--- config.mk ---
export PLATFORM = sky130hd
export DESIGN_NAME = ascii_command_line_receiver_core
export DESIGN_NICKNAME = d
export VERILOG_FILES = /design/src/design/acl_pkg.sv /design/src/design/acl_in_stage.sv /design/src/design/acl_engine.sv /design/src/design/acl_out_stage.sv /design/src/design/ascii_command_line_receiver_core.sv
export SDC_FILE = /design/constraint.sdc
export NUM_CORES = 1
export LEC_CHECK = 0
export BUFFER_PORTS_ARGS = -buffer_cell sky130_fd_sc_hd__buf_2
export CAP_MARGIN = 15
export CORE_MARGIN = 3
export CORE_UTILIZATION = 40
export DETAILED_ROUTE_END_ITERATION = 7
export GPL_TIMING_DRIVEN = 1
export PLACE_DENSITY_LB_ADDON = 0.25
export SKIP_LAST_GASP = 1
export SLEW_MARGIN = 20
export SYNTH_ARGS = -nofsm -noshare
export SYNTH_HDL_FRONTEND = slang
export SYNTH_HIERARCHICAL = 1
export SYNTH_SLANG_ARGS = --single-unit
--- constraint.sdc ---
create_clock -name clk -period 7.3 [get_ports clk]
set_clock_uncertainty 0.2 [all_clocks]
set_input_delay 1.095 -clock clk [delete_from_list [all_inputs] [get_ports clk]]
set_output_delay 1.095 -clock clk [all_outputs]
set_load 0.02 [all_outputs]
--- src/design/acl_pkg.sv ---
// Package for the ASCII command line receiver.
// Holds shared types, event and register codes and the keyword table.
// No dependencies.
package acl_pkg;

    localparam int LINE_BUF_SIZE_DEF = 128;
    localparam int KW_COUNT          = 5;
    localparam int TICK_W            = 16;
    localparam int POS_W             = 5;

    localparam logic [7:0] CH_TAB     = 8'h09;
    localparam logic [7:0] CH_LF      = 8'h0A;
    localparam logic [7:0] CH_CR      = 8'h0D;
    localparam logic [7:0] CH_SPACE   = 8'h20;
    localparam logic [7:0] CH_TILDE   = 8'h7E;
    localparam logic [7:0] CH_LBRACE  = 8'h7B;
    localparam logic [7:0] CH_LBRACK  = 8'h5B;

    localparam logic [TICK_W-1:0] PARTIAL_TO_RST = 16'd2000;
    localparam logic [TICK_W-1:0] LINK_TO_RST    = 16'd1000;
    localparam logic [TICK_W-1:0] TICK_MAX       = 16'hFFFF;
    localparam logic [POS_W-1:0]  POS_MAX        = 5'd31;

    typedef enum logic [0:0] {
        OP_BYTE = 1'b0,
        OP_TICK = 1'b1
    } opcode_t;

    typedef enum logic [2:0] {
        EV_TAKEOFF  = 3'd0,
        EV_LAND     = 3'd1,
        EV_CANCEL   = 3'd2,
        EV_PROGRAM  = 3'd3,
        EV_USER     = 3'd4,
        EV_JSON     = 3'd5,
        EV_FAILSAFE = 3'd6
    } ev_t;

    typedef enum logic [1:0] {
        FC_NONE = 2'd0,
        FC_JSON = 2'd1,
        FC_TEXT = 2'd2
    } fc_t;

    typedef enum logic [0:0] {
        CFG_PARTIAL_TO = 1'b0,
        CFG_LINK_TO    = 1'b1
    } cfg_idx_t;

    typedef struct packed {
        opcode_t    opcode;
        logic [7:0] rx_byte;
    } item_t;

    typedef struct packed {
        ev_t        event_res;
        logic [6:0] line_len;
        logic       link_up;
    } result_t;

    function automatic logic [POS_W-1:0] kw_len(input logic [2:0] k);
        logic [POS_W-1:0] len;
        case (k)
            EV_TAKEOFF: len = 5'd7;
            EV_LAND:    len = 5'd4;
            EV_CANCEL:  len = 5'd6;
            EV_PROGRAM: len = 5'd15;
            EV_USER:    len = 5'd12;
            default:    len = 5'd0;
        endcase
        return len;
    endfunction

    // Character of keyword k at position pos, or zero past its end.
    function automatic logic [7:0] kw_char(input logic [2:0] k, input logic [POS_W-1:0] pos);
        logic [127:0]     txt;
        logic [POS_W-1:0] len;
        logic [3:0]       idx;
        case (k)
            EV_TAKEOFF: txt = "takeoff";
            EV_LAND:    txt = "land";
            EV_CANCEL:  txt = "cancel";
            EV_PROGRAM: txt = {"program", "_control"};
            EV_USER:    txt = {"user", "_control"};
            default:    txt = '0;
        endcase
        len = kw_len(k);
        idx = 4'(len - 5'd1 - pos);
        if (pos >= len)
            return 8'h00;
        return txt[{idx, 3'b000} +: 8];
    endfunction

endpackage

--- src/design/acl_in_stage.sv ---
// Input register of the command line receiver.
// Takes one request per cycle unless stalled, feeds the engine; uses acl_pkg.
module acl_in_stage (
    input  logic          clk,
    input  logic          rst_n,
    input  logic          in_valid,
    output logic          in_ready,
    input  acl_pkg::item_t in_item,
    input  logic          advance,
    output logic          item_valid,
    output acl_pkg::item_t item
);
    import acl_pkg::*;

    logic  valid_reg;
    logic  valid_next;
    item_t item_reg;

    assign in_ready   = !valid_reg || advance;
    assign item_valid = valid_reg;
    assign item       = item_reg;

    always_comb
    begin
        valid_next = valid_reg;
        if (in_valid && in_ready)
            valid_next = 1'b1;
        else if (advance)
            valid_next = 1'b0;
    end

    always_ff @(posedge clk or negedge rst_n)
    begin
        if (!rst_n)
            valid_reg <= 1'b0;
        else
            valid_reg <= valid_next;
    end

    always_ff @(posedge clk)
    begin
        if (in_valid && in_ready)
            item_reg <= in_item;
    end

endmodule

--- src/design/acl_engine.sv ---
// Line state, keyword matcher and link supervisor of the receiver.
// Updates all state for one request per cycle while fire is set; uses acl_pkg.
module acl_engine #(
    parameter int LINE_BUF_SIZE = acl_pkg::LINE_BUF_SIZE_DEF
) (
    input  logic            clk,
    input  logic            rst_n,
    input  logic            cfg_we,
    input  logic [0:0]      cfg_addr,
    input  logic [15:0]     cfg_wdata,
    input  logic            fire,
    input  acl_pkg::item_t  item,
    output logic            res_valid,
    output acl_pkg::result_t res
);
    import acl_pkg::*;

    localparam int CW = $clog2(LINE_BUF_SIZE);
    localparam logic [CW:0] BUF_LIMIT = (CW+1)'(LINE_BUF_SIZE);

    logic [TICK_W-1:0] partial_to_reg;
    logic [TICK_W-1:0] link_to_reg;

    logic [CW-1:0]     count_reg,    count_next;
    logic              disc_reg,     disc_next;
    logic [TICK_W-1:0] idle_reg,     idle_next;
    logic              tvalid_reg,   tvalid_next;
    logic              conn_reg,     conn_next;
    logic              ever_reg,     ever_next;
    logic [TICK_W-1:0] sil_reg,      sil_next;
    logic [KW_COUNT-1:0] mask_reg,   mask_next;
    logic [POS_W-1:0]  pos_reg,      pos_next;
    logic              tsp_reg,      tsp_next;
    fc_t               fc_reg,       fc_next;

    logic [7:0]        b;
    logic [7:0]        low;
    logic              is_blank;
    logic              valid_start;
    logic              byte_ok;
    logic              timed_out;
    logic [CW-1:0]     cnt0;
    logic              disc0;
    logic [TICK_W-1:0] sil_inc;
    logic [KW_COUNT-1:0] base_mask;
    logic [POS_W-1:0]  base_pos;
    logic              base_tsp;
    fc_t               base_fc;
    fc_t               fc1;
    logic [KW_COUNT-1:0] hit;
    logic              kw_found;
    ev_t               kw_ev;
    logic [CW+6:0]     count_wide;

    assign b        = item.rx_byte;
    assign is_blank = (b == CH_SPACE) || (b == CH_TAB);
    assign valid_start = (b == CH_LBRACE) || (b == CH_LBRACK) ||
                         (b >= 8'h41 && b <= 8'h5A) || (b >= 8'h61 && b <= 8'h7A) ||
                         (b == CH_SPACE) || (b >= CH_TAB && b <= CH_CR);
    assign byte_ok  = (b == CH_TAB) || (b >= CH_SPACE && b <= CH_TILDE);
    assign low      = (b >= 8'h41 && b <= 8'h5A) ? b + 8'h20 : b;

    assign timed_out = (count_reg != '0) && tvalid_reg && (idle_reg > partial_to_reg);
    assign cnt0      = timed_out ? '0 : count_reg;
    assign disc0     = timed_out ? 1'b0 : disc_reg;
    assign sil_inc   = (ever_reg && sil_reg != TICK_MAX) ? sil_reg + 16'd1 : sil_reg;

    assign base_mask = (cnt0 == '0) ? {KW_COUNT{1'b1}} : mask_reg;
    assign base_pos  = (cnt0 == '0) ? '0 : pos_reg;
    assign base_tsp  = (cnt0 == '0) ? 1'b0 : tsp_reg;
    assign base_fc   = (cnt0 == '0) ? FC_NONE : fc_reg;
    assign fc1       = (base_fc != FC_NONE) ? base_fc :
                       ((b == CH_LBRACE || b == CH_LBRACK) ? FC_JSON : FC_TEXT);

    assign count_wide = (CW+7)'(count_reg);

    always_comb
    begin
        for (int k = 0; k < KW_COUNT; k++)
            hit[k] = (kw_char(3'(k), base_pos) == low);
    end

    always_comb
    begin
        kw_found = 1'b0;
        kw_ev    = EV_TAKEOFF;
        for (int k = 0; k < KW_COUNT; k++)
        begin
            if (mask_reg[k] && kw_len(3'(k)) == pos_reg)
            begin
                kw_found = 1'b1;
                kw_ev    = ev_t'(3'(k));
            end
        end
    end

    always_comb
    begin
        count_next  = count_reg;
        disc_next   = disc_reg;
        idle_next   = idle_reg;
        tvalid_next = tvalid_reg;
        conn_next   = conn_reg;
        ever_next   = ever_reg;
        sil_next    = sil_reg;
        mask_next   = mask_reg;
        pos_next    = pos_reg;
        tsp_next    = tsp_reg;
        fc_next     = fc_reg;
        res_valid   = 1'b0;
        res.event_res = EV_FAILSAFE;
        res.line_len  = '0;
        res.link_up   = 1'b0;
        if (fire)
        begin
            if (item.opcode == OP_TICK)
            begin
                if (tvalid_reg && idle_reg != TICK_MAX)
                    idle_next = idle_reg + 16'd1;
                sil_next = sil_inc;
                if (conn_reg && ever_reg && sil_inc > link_to_reg)
                begin
                    conn_next = 1'b0;
                    res_valid = 1'b1;
                end
            end
            else
            begin
                conn_next = 1'b1;
                ever_next = 1'b1;
                sil_next  = '0;
                if (b != CH_CR)
                begin
                    count_next  = cnt0;
                    disc_next   = disc0;
                    idle_next   = '0;
                    tvalid_next = 1'b1;
                    if (b == CH_LF)
                    begin
                        if (!disc0 && cnt0 != '0)
                        begin
                            res.line_len = count_wide[6:0];
                            res.link_up  = 1'b1;
                            if (fc_reg == FC_JSON)
                            begin
                                res_valid     = 1'b1;
                                res.event_res = EV_JSON;
                            end
                            else if (fc_reg == FC_TEXT && kw_found)
                            begin
                                res_valid     = 1'b1;
                                res.event_res = kw_ev;
                            end
                        end
                        count_next  = '0;
                        disc_next   = 1'b0;
                        tvalid_next = 1'b0;
                    end
                    else if (!disc0)
                    begin
                        if (cnt0 == '0 && !valid_start)
                            disc_next = 1'b1;
                        else if (!byte_ok)
                        begin
                            count_next = '0;
                            disc_next  = 1'b1;
                        end
                        else if ((CW+1)'(cnt0) + 1'b1 < BUF_LIMIT)
                        begin
                            count_next = cnt0 + 1'b1;
                            mask_next  = base_mask;
                            pos_next   = base_pos;
                            tsp_next   = base_tsp;
                            fc_next    = base_fc;
                            if (!(base_fc == FC_NONE && is_blank))
                            begin
                                fc_next = fc1;
                                if (fc1 == FC_TEXT)
                                begin
                                    if (is_blank)
                                        tsp_next = 1'b1;
                                    else if (base_tsp)
                                        mask_next = '0;
                                    else
                                    begin
                                        mask_next = base_mask & hit;
                                        if (base_pos != POS_MAX)
                                            pos_next = base_pos + 1'b1;
                                    end
                                end
                            end
                        end
                        else
                        begin
                            count_next = '0;
                            disc_next  = 1'b1;
                        end
                    end
                end
            end
        end
    end

    always_ff @(posedge clk or negedge rst_n)
    begin
        if (!rst_n)
        begin
            partial_to_reg <= PARTIAL_TO_RST;
            link_to_reg    <= LINK_TO_RST;
        end
        else if (cfg_we)
        begin
            case (cfg_idx_t'(cfg_addr))
                CFG_PARTIAL_TO: partial_to_reg <= cfg_wdata;
                CFG_LINK_TO:    link_to_reg    <= cfg_wdata;
                default:        partial_to_reg <= partial_to_reg;
            endcase
        end
    end

    always_ff @(posedge clk or negedge rst_n)
    begin
        if (!rst_n)
        begin
            count_reg  <= '0;
            disc_reg   <= 1'b0;
            idle_reg   <= '0;
            tvalid_reg <= 1'b0;
            conn_reg   <= 1'b0;
            ever_reg   <= 1'b0;
            sil_reg    <= '0;
            mask_reg   <= {KW_COUNT{1'b1}};
            pos_reg    <= '0;
            tsp_reg    <= 1'b0;
            fc_reg     <= FC_NONE;
        end
        else
        begin
            count_reg  <= count_next;
            disc_reg   <= disc_next;
            idle_reg   <= idle_next;
            tvalid_reg <= tvalid_next;
            conn_reg   <= conn_next;
            ever_reg   <= ever_next;
            sil_reg    <= sil_next;
            mask_reg   <= mask_next;
            pos_reg    <= pos_next;
            tsp_reg    <= tsp_next;
            fc_reg     <= fc_next;
        end
    end

    // The stored line never reaches the buffer size.
    a_count_bound: assert property (@(posedge clk) disable iff (!rst_n)
        (CW+1)'(count_reg) < BUF_LIMIT)
        else $error("line count reached buffer size");

    // The link is only up once some byte has been received.
    a_conn_ever: assert property (@(posedge clk) disable iff (!rst_n)
        conn_reg |-> ever_reg)
        else $error("link up without any received byte");

    // A failsafe landing always takes the link down.
    a_failsafe_drop: assert property (@(posedge clk) disable iff (!rst_n)
        (res_valid && res.event_res == EV_FAILSAFE) |=> !conn_reg)
        else $error("failsafe issued while link stays up");

endmodule

--- src/design/acl_out_stage.sv ---
// Result register of the command line receiver.
// Holds one result until taken or replaced by a load; uses acl_pkg.
module acl_out_stage (
    input  logic             clk,
    input  logic             rst_n,
    input  logic             load,
    input  acl_pkg::result_t res,
    output logic             out_valid,
    input  logic             out_ready,
    output acl_pkg::result_t out_res
);
    import acl_pkg::*;

    logic    valid_reg;
    logic    valid_next;
    result_t res_reg;

    assign out_valid = valid_reg;
    assign out_res   = res_reg;

    always_comb
    begin
        valid_next = valid_reg;
        if (load)
            valid_next = 1'b1;
        else if (out_ready)
            valid_next = 1'b0;
    end

    always_ff @(posedge clk or negedge rst_n)
    begin
        if (!rst_n)
            valid_reg <= 1'b0;
        else
            valid_reg <= valid_next;
    end

    always_ff @(posedge clk)
    begin
        if (load)
            res_reg <= res;
    end

endmodule

--- src/design/ascii_command_line_receiver_core.sv ---
// ASCII command line receiver, top level.
// Input requests are received UART bytes or time ticks (tuser selects which).
// Each accepted byte other than CR or LF extends the current line; at LF a
// kept, non-empty line is matched against the five flight command keywords,
// or reported as a JSON line when it opens with a brace or bracket. Ticks age
// the line and the link; after link silence one failsafe landing request is
// issued per connection.
// Each input request gives zero or one output request, which is registered
// in the output register; one request is taken every cycle unless the output
// is stalled: the whole update runs between the input register and the output
// register. The timeouts are to be written through the cfg port while idle;
// the block itself does not enforce this.
// Reset clears the line, the link state and both stages, and loads the
// timeouts with 2000 and 1000 ticks. When the receiver stalls, the output
// register holds its request and the input register keeps the next one; the
// slave side is then stalled as well.
module ascii_command_line_receiver_core #(
    parameter int LINE_BUF_SIZE = acl_pkg::LINE_BUF_SIZE_DEF
) (
    input  logic        clk,
    input  logic        rst_n,
    input  logic        s_axis_tvalid,
    output logic        s_axis_tready,
    input  logic [7:0]  s_axis_tdata,   // [7:0] rx_byte
    input  logic [0:0]  s_axis_tuser,   // [0] opcode
    output logic        m_axis_tvalid,
    input  logic        m_axis_tready,
    output logic [7:0]  m_axis_tdata,   // [6:0] line_len, [7] link_up
    output logic [2:0]  m_axis_tuser,   // [2:0] event_res
    input  logic        cfg_we,
    input  logic [0:0]  cfg_addr,
    input  logic [15:0] cfg_wdata
);
    import acl_pkg::*;

    item_t   in_item;
    item_t   item;
    logic    item_valid;
    logic    advance;
    logic    res_valid;
    result_t res;
    result_t out_res;

    assign in_item.opcode  = opcode_t'(s_axis_tuser);
    assign in_item.rx_byte = s_axis_tdata;
    assign advance         = item_valid && (!m_axis_tvalid || m_axis_tready);

    acl_in_stage u_in (
        .clk        (clk),
        .rst_n      (rst_n),
        .in_valid   (s_axis_tvalid),
        .in_ready   (s_axis_tready),
        .in_item    (in_item),
        .advance    (advance),
        .item_valid (item_valid),
        .item       (item)
    );

    acl_engine #(
        .LINE_BUF_SIZE (LINE_BUF_SIZE)
    ) u_engine (
        .clk       (clk),
        .rst_n     (rst_n),
        .cfg_we    (cfg_we),
        .cfg_addr  (cfg_addr),
        .cfg_wdata (cfg_wdata),
        .fire      (advance),
        .item      (item),
        .res_valid (res_valid),
        .res       (res)
    );

    acl_out_stage u_out (
        .clk       (clk),
        .rst_n     (rst_n),
        .load      (res_valid),
        .res       (res),
        .out_valid (m_axis_tvalid),
        .out_ready (m_axis_tready),
        .out_res   (out_res)
    );

    assign m_axis_tuser = out_res.event_res;
    assign m_axis_tdata = {out_res.link_up, out_res.line_len};

endmodule
==> insert_results.sql <==
INSERT INTO impl_metrics (metric_group, metric, value, unit) VALUES
('synth', 'synth_seq_cells', '110', ''),
('synth', 'netlist_instances', '919', ''),
('route', 'drtAntennaViolNets', '0', ''),
('route', 'met2WireLength', '9385', 'um'),
('timing', 'finalSetupTns', '0', 'ns'),
('place', 'gp_routability_congestion', '0.9234', ''),
('synth', 'most_numerous_cell_types_in_the_synthesized_netlist', 'sky130_fd_sc_hd__nand2_1, sky130_fd_sc_hd__dfrtp_1, sky130_fd_sc_hd__inv_1, sky130_fd_sc_hd__o21ai_0, sky130_fd_sc_hd__ha_1', ''),
('synth', 'yosysWarningCount', '6', ''),
('synth', 'synth_enable_flop_cells', '20', ''),
('power_and_ir_drop', 'p_switching', '0.0009244', 'W'),
('clocking', 'cts_made_buffers', '9', ''),
('global_route', 'antenna_found_initial', '0', ''),
('timing', 'maxSlewViolCount', '0', ''),
('floorplan', 'die_h', '148.8', 'um'),
('timing', 'final_period_minus_worst_setup_slack', '6.319', 'ns'),
('clocking', 'cts_setup_buffers', '0', ''),
('setup_path', 'worstPathMaxFanout', '22', ''),
('job', 'max-cap-violations', '0', ''),
('timing', 'fin_worst_hold_slack', '0.2800', 'ns'),
('timing', 'maxSlewHeadroom', '37.13', '%'),
('timing', 'fmax', '158.3', 'MHz'),
('clocking', 'cts_tree', 'built', ''),
('place', 'place_hpwl', '15500', 'um'),
('global_route', 'wire_length_of_the_first_global_routing_pass', '34330', 'um'),
('power_and_ir_drop', 'pwr_density_cell', '256.0', 'mW/mm^2'),
('setup_path', 'data_arrival_time_at_the_worst_slack_endpoint', '6.39', 'ns'),
('clocking', 'clock_latency', '0.36', 'ns'),
('route', 'dr_total_vias', '6827', ''),
('route', 'remaining_drc_errors', '0', ''),
('power_and_ir_drop', 'p_int', '0.001348', 'W'),
('clocking', 'ctsHoldBuffers', '0', ''),
('synth', 'syn-mean-instance-area', '8.870', 'um^2'),
('timing', 'finalSetupViolations', '0', ''),
('synth', 'yosys.cell_types.count', '99', ''),
('cells_and_area', 'ff_latch_area', '0.002874', 'mm^2'),
('run_status', 'run_status', 'finished, final reports clean', ''),
('route', 'drt-initial-drc-count', '558', ''),
('global_route', 'first_global_vias', '6429', ''),
('cells_and_area', 'filler_cell_count', '1934', ''),
('power_and_ir_drop', 'irDropWorstVdd', '0.1397', 'mV'),
('floorplan', 'design.portCount', '44', ''),
('route', 'routed.top_layer', 'met4', ''),
('power_and_ir_drop', 'share_clk_of_total_power', '20.5', '%'),
('global_route', 'grt_remaining_overflow', '0', ''),
('clocking', 'cts_buffer_depth', '2', ''),
('synth', 'synth_top_cell_area_share', '22.41', '%'),
('floorplan', 'placeableCoreArea', '0.01972', 'mm^2'),
('clocking', 'clk_transition_reported_paths', '0.08', 'ns'),
('setup_path', 'r2r_setup_slk', '0.98', 'ns'),
('cells_and_area', 'fraction_of_layout_cells_with_a_size_suffix_above_1', '16.30', '%'),
('floorplan', 'dieArea', '0.02213', 'mm^2'),
('setup_path', 'worst_setup_path_end_kind', 'flip-flop', ''),
('timing', 'finalHoldViolCount', '0', ''),
('floorplan', 'die_w', '148.8', 'um'),
('synth', 'syn-num-nets', '1005', ''),
('cells_and_area', 'areaGrowthSynthToFinish', '8.872', '%'),
('route', 'route.detailed.vias_per_inst', '5.642', ''),
('route', 'routed_wl', '20790', 'um'),
('synth', 'post_synth_main_area_contributors', 'sky130_fd_sc_hd__dfrtp_1, sky130_fd_sc_hd__ha_1, sky130_fd_sc_hd__edfxtp_1, sky130_fd_sc_hd__dfstp_2, sky130_fd_sc_hd__nand2_1', ''),
('synth', 'dominantRegCellSynth', 'sky130_fd_sc_hd__dfrtp_1', ''),
('timing', 'rsz0062_at_grt', 'false', ''),
('power_and_ir_drop', 'leakage', '3.766', 'nW'),
('power_and_ir_drop', 'sequentialPowerShare', '37.5', '%'),
('cells_and_area', 'fin_nets', '1026', ''),
('power_and_ir_drop', 'comb_power_share', '42.0', '%'),
('synth', 'library_cell_with_the_largest_summed_area_after_synthesis', 'sky130_fd_sc_hd__dfrtp_1', ''),
('cells_and_area', 'multiInputGateArea', '0.004842', 'mm^2'),
('synth', 'synthMostInstantiatedCell', 'sky130_fd_sc_hd__nand2_1', ''),
('clocking', 'clk_root_buffer_cell', 'sky130_fd_sc_hd__clkbuf_16', ''),
('global_route', 'groute.usage.overall', '19.29', '%'),
('clocking', 'cts_htree_levels', '3', '');
-- final cells by class --
cell class              count  share of cell area [%]
well taps                 265                   3.736
flip-flops and latches    110                   32.38
clock buffers              11                   2.622
repair buffers             50                   3.130
multi-input cells         696                   54.56
clock inverters             5                  0.4793
inverters                  73                   3.088
-- layout by cell type (no fill, tap or decap), types with 8 or more instances in the layout --
cell                        instances
sky130_fd_sc_hd__nand3_1           39
sky130_fd_sc_hd__nor3_1            21
sky130_fd_sc_hd__a31oi_1           14
sky130_fd_sc_hd__mux2i_1            8
sky130_fd_sc_hd__xnor2_1           24
sky130_fd_sc_hd__a21oi_1           49
sky130_fd_sc_hd__nand2b_1           9
sky130_fd_sc_hd__and2_1            13
sky130_fd_sc_hd__mux2_2            18
sky130_fd_sc_hd__nor2b_1           16
sky130_fd_sc_hd__a21o_1            13
sky130_fd_sc_hd__edfxtp_1          20
sky130_fd_sc_hd__xor2_1            15
sky130_fd_sc_hd__dfstp_2           17
sky130_fd_sc_hd__inv_1             72
sky130_fd_sc_hd__nor2_1            48
sky130_fd_sc_hd__dfrtp_1           73
sky130_fd_sc_hd__ha_1              55
sky130_fd_sc_hd__o21a_1            11
sky130_fd_sc_hd__nand2_1           97
sky130_fd_sc_hd__nor4_1             8
sky130_fd_sc_hd__or3_1              8
sky130_fd_sc_hd__buf_2             42
sky130_fd_sc_hd__and3_1            13
sky130_fd_sc_hd__o22ai_1           13
sky130_fd_sc_hd__clkbuf_16          9
sky130_fd_sc_hd__o21ai_0           56
sky130_fd_sc_hd__nand4_1           14
-- power by group through the flow --
| stage | logic (W) | registers (W) | clock network [W] |
|---|---|---|---|
| floorplan | 0.000756 | 0.000816 | 0 |
| global placement | 0.000927 | 0.000861 | 0 |
| detailed placement | 0.000936 | 0.000864 | 0 |
| CTS | 0.000943 | 0.000852 | 0.000485 |
| global route | 0.00107 | 0.000869 | 0.000507 |
| finish | 0.000954 | 0.000853 | 0.000465 |
-- path summary, 6_finish.rpt --
path | from | to | depth (start not counted)
min reg2reg | u_engine/conn_reg | u_engine/conn_reg | 2
max reg2reg | u_engine/partial_to_reg[9] | u_engine/mask_reg[3] | 24
min | u_engine/conn_reg | u_engine/conn_reg | 2
max | u_engine/partial_to_reg[9] | u_engine/mask_reg[3] | 24
min in group asynchronous | rst_n | u_engine/sil_reg[8] | 1
max in group asynchronous | rst_n | u_engine/idle_reg[11] | 2
-- layer usage --
layer,global-route usage (%),vias to the layer above
li1,-,3381
met1,28.55,3291
met2,29.82,145
met3,3.525,10
met4,3.753,0
met5,0,-
-- logic make-up after synthesis --
group | count (synthesis) | synth area share, %
DFF | 110 | 35.26
adders and majority gates | 55 | 8.442
and+or+nand+nor | 332 | 21.87
xor gates and xnor gates | 39 | 4.190
AOI/OAI and AO/OA | 244 | 21.21
muxes | 26 | 3.469
buffers and inverters | 113 | 5.556
-- stage by stage --
stage	setup WS, ns	total power, W	utilization (%)	instance area (um^2)	std cells
finish	0.9815	0.002272	45.01	8875	1210
global route	0.3532	0.002448	45.01	8875	1210
CTS	0.9214	0.002279	44.88	8848	1209
detailed placement	0.9464	0.001800	43.48	8573	1193
global placement	1.056	0.001788	43.48	8573	1193
floorplan	1.468	0.001572	-	8152	919
-- critical path: stages, from the launching register on --
cell and delay, ns:
sky130_fd_sc_hd__dfstp_2 0.51, sky130_fd_sc_hd__inv_1 0.04, sky130_fd_sc_hd__ha_1 0.30, sky130_fd_sc_hd__a21oi_1 0.13, sky130_fd_sc_hd__nor3_1 0.07, sky130_fd_sc_hd__or4_4 0.50
sky130_fd_sc_hd__o31a_1 0.32, sky130_fd_sc_hd__o41ai_4 0.16, sky130_fd_sc_hd__nand2_1 0.21, sky130_fd_sc_hd__ha_1 0.37, sky130_fd_sc_hd__o21a_1 0.31, sky130_fd_sc_hd__nand2_2 0.14
sky130_fd_sc_hd__buf_4 0.27, sky130_fd_sc_hd__nand2_1 0.15, sky130_fd_sc_hd__inv_1 0.20, sky130_fd_sc_hd__ha_1 0.23, sky130_fd_sc_hd__and2_1 0.23, sky130_fd_sc_hd__a311oi_1 0.07
sky130_fd_sc_hd__a31oi_1 0.18, sky130_fd_sc_hd__o21a_1 0.43, sky130_fd_sc_hd__nor4b_1 0.12, sky130_fd_sc_hd__a2111oi_2 0.34, sky130_fd_sc_hd__o2111ai_1 0.16, sky130_fd_sc_hd__or3_1 0.36
sky130_fd_sc_hd__a211oi_2 0.22
Power figures use the tool's default switching activity.
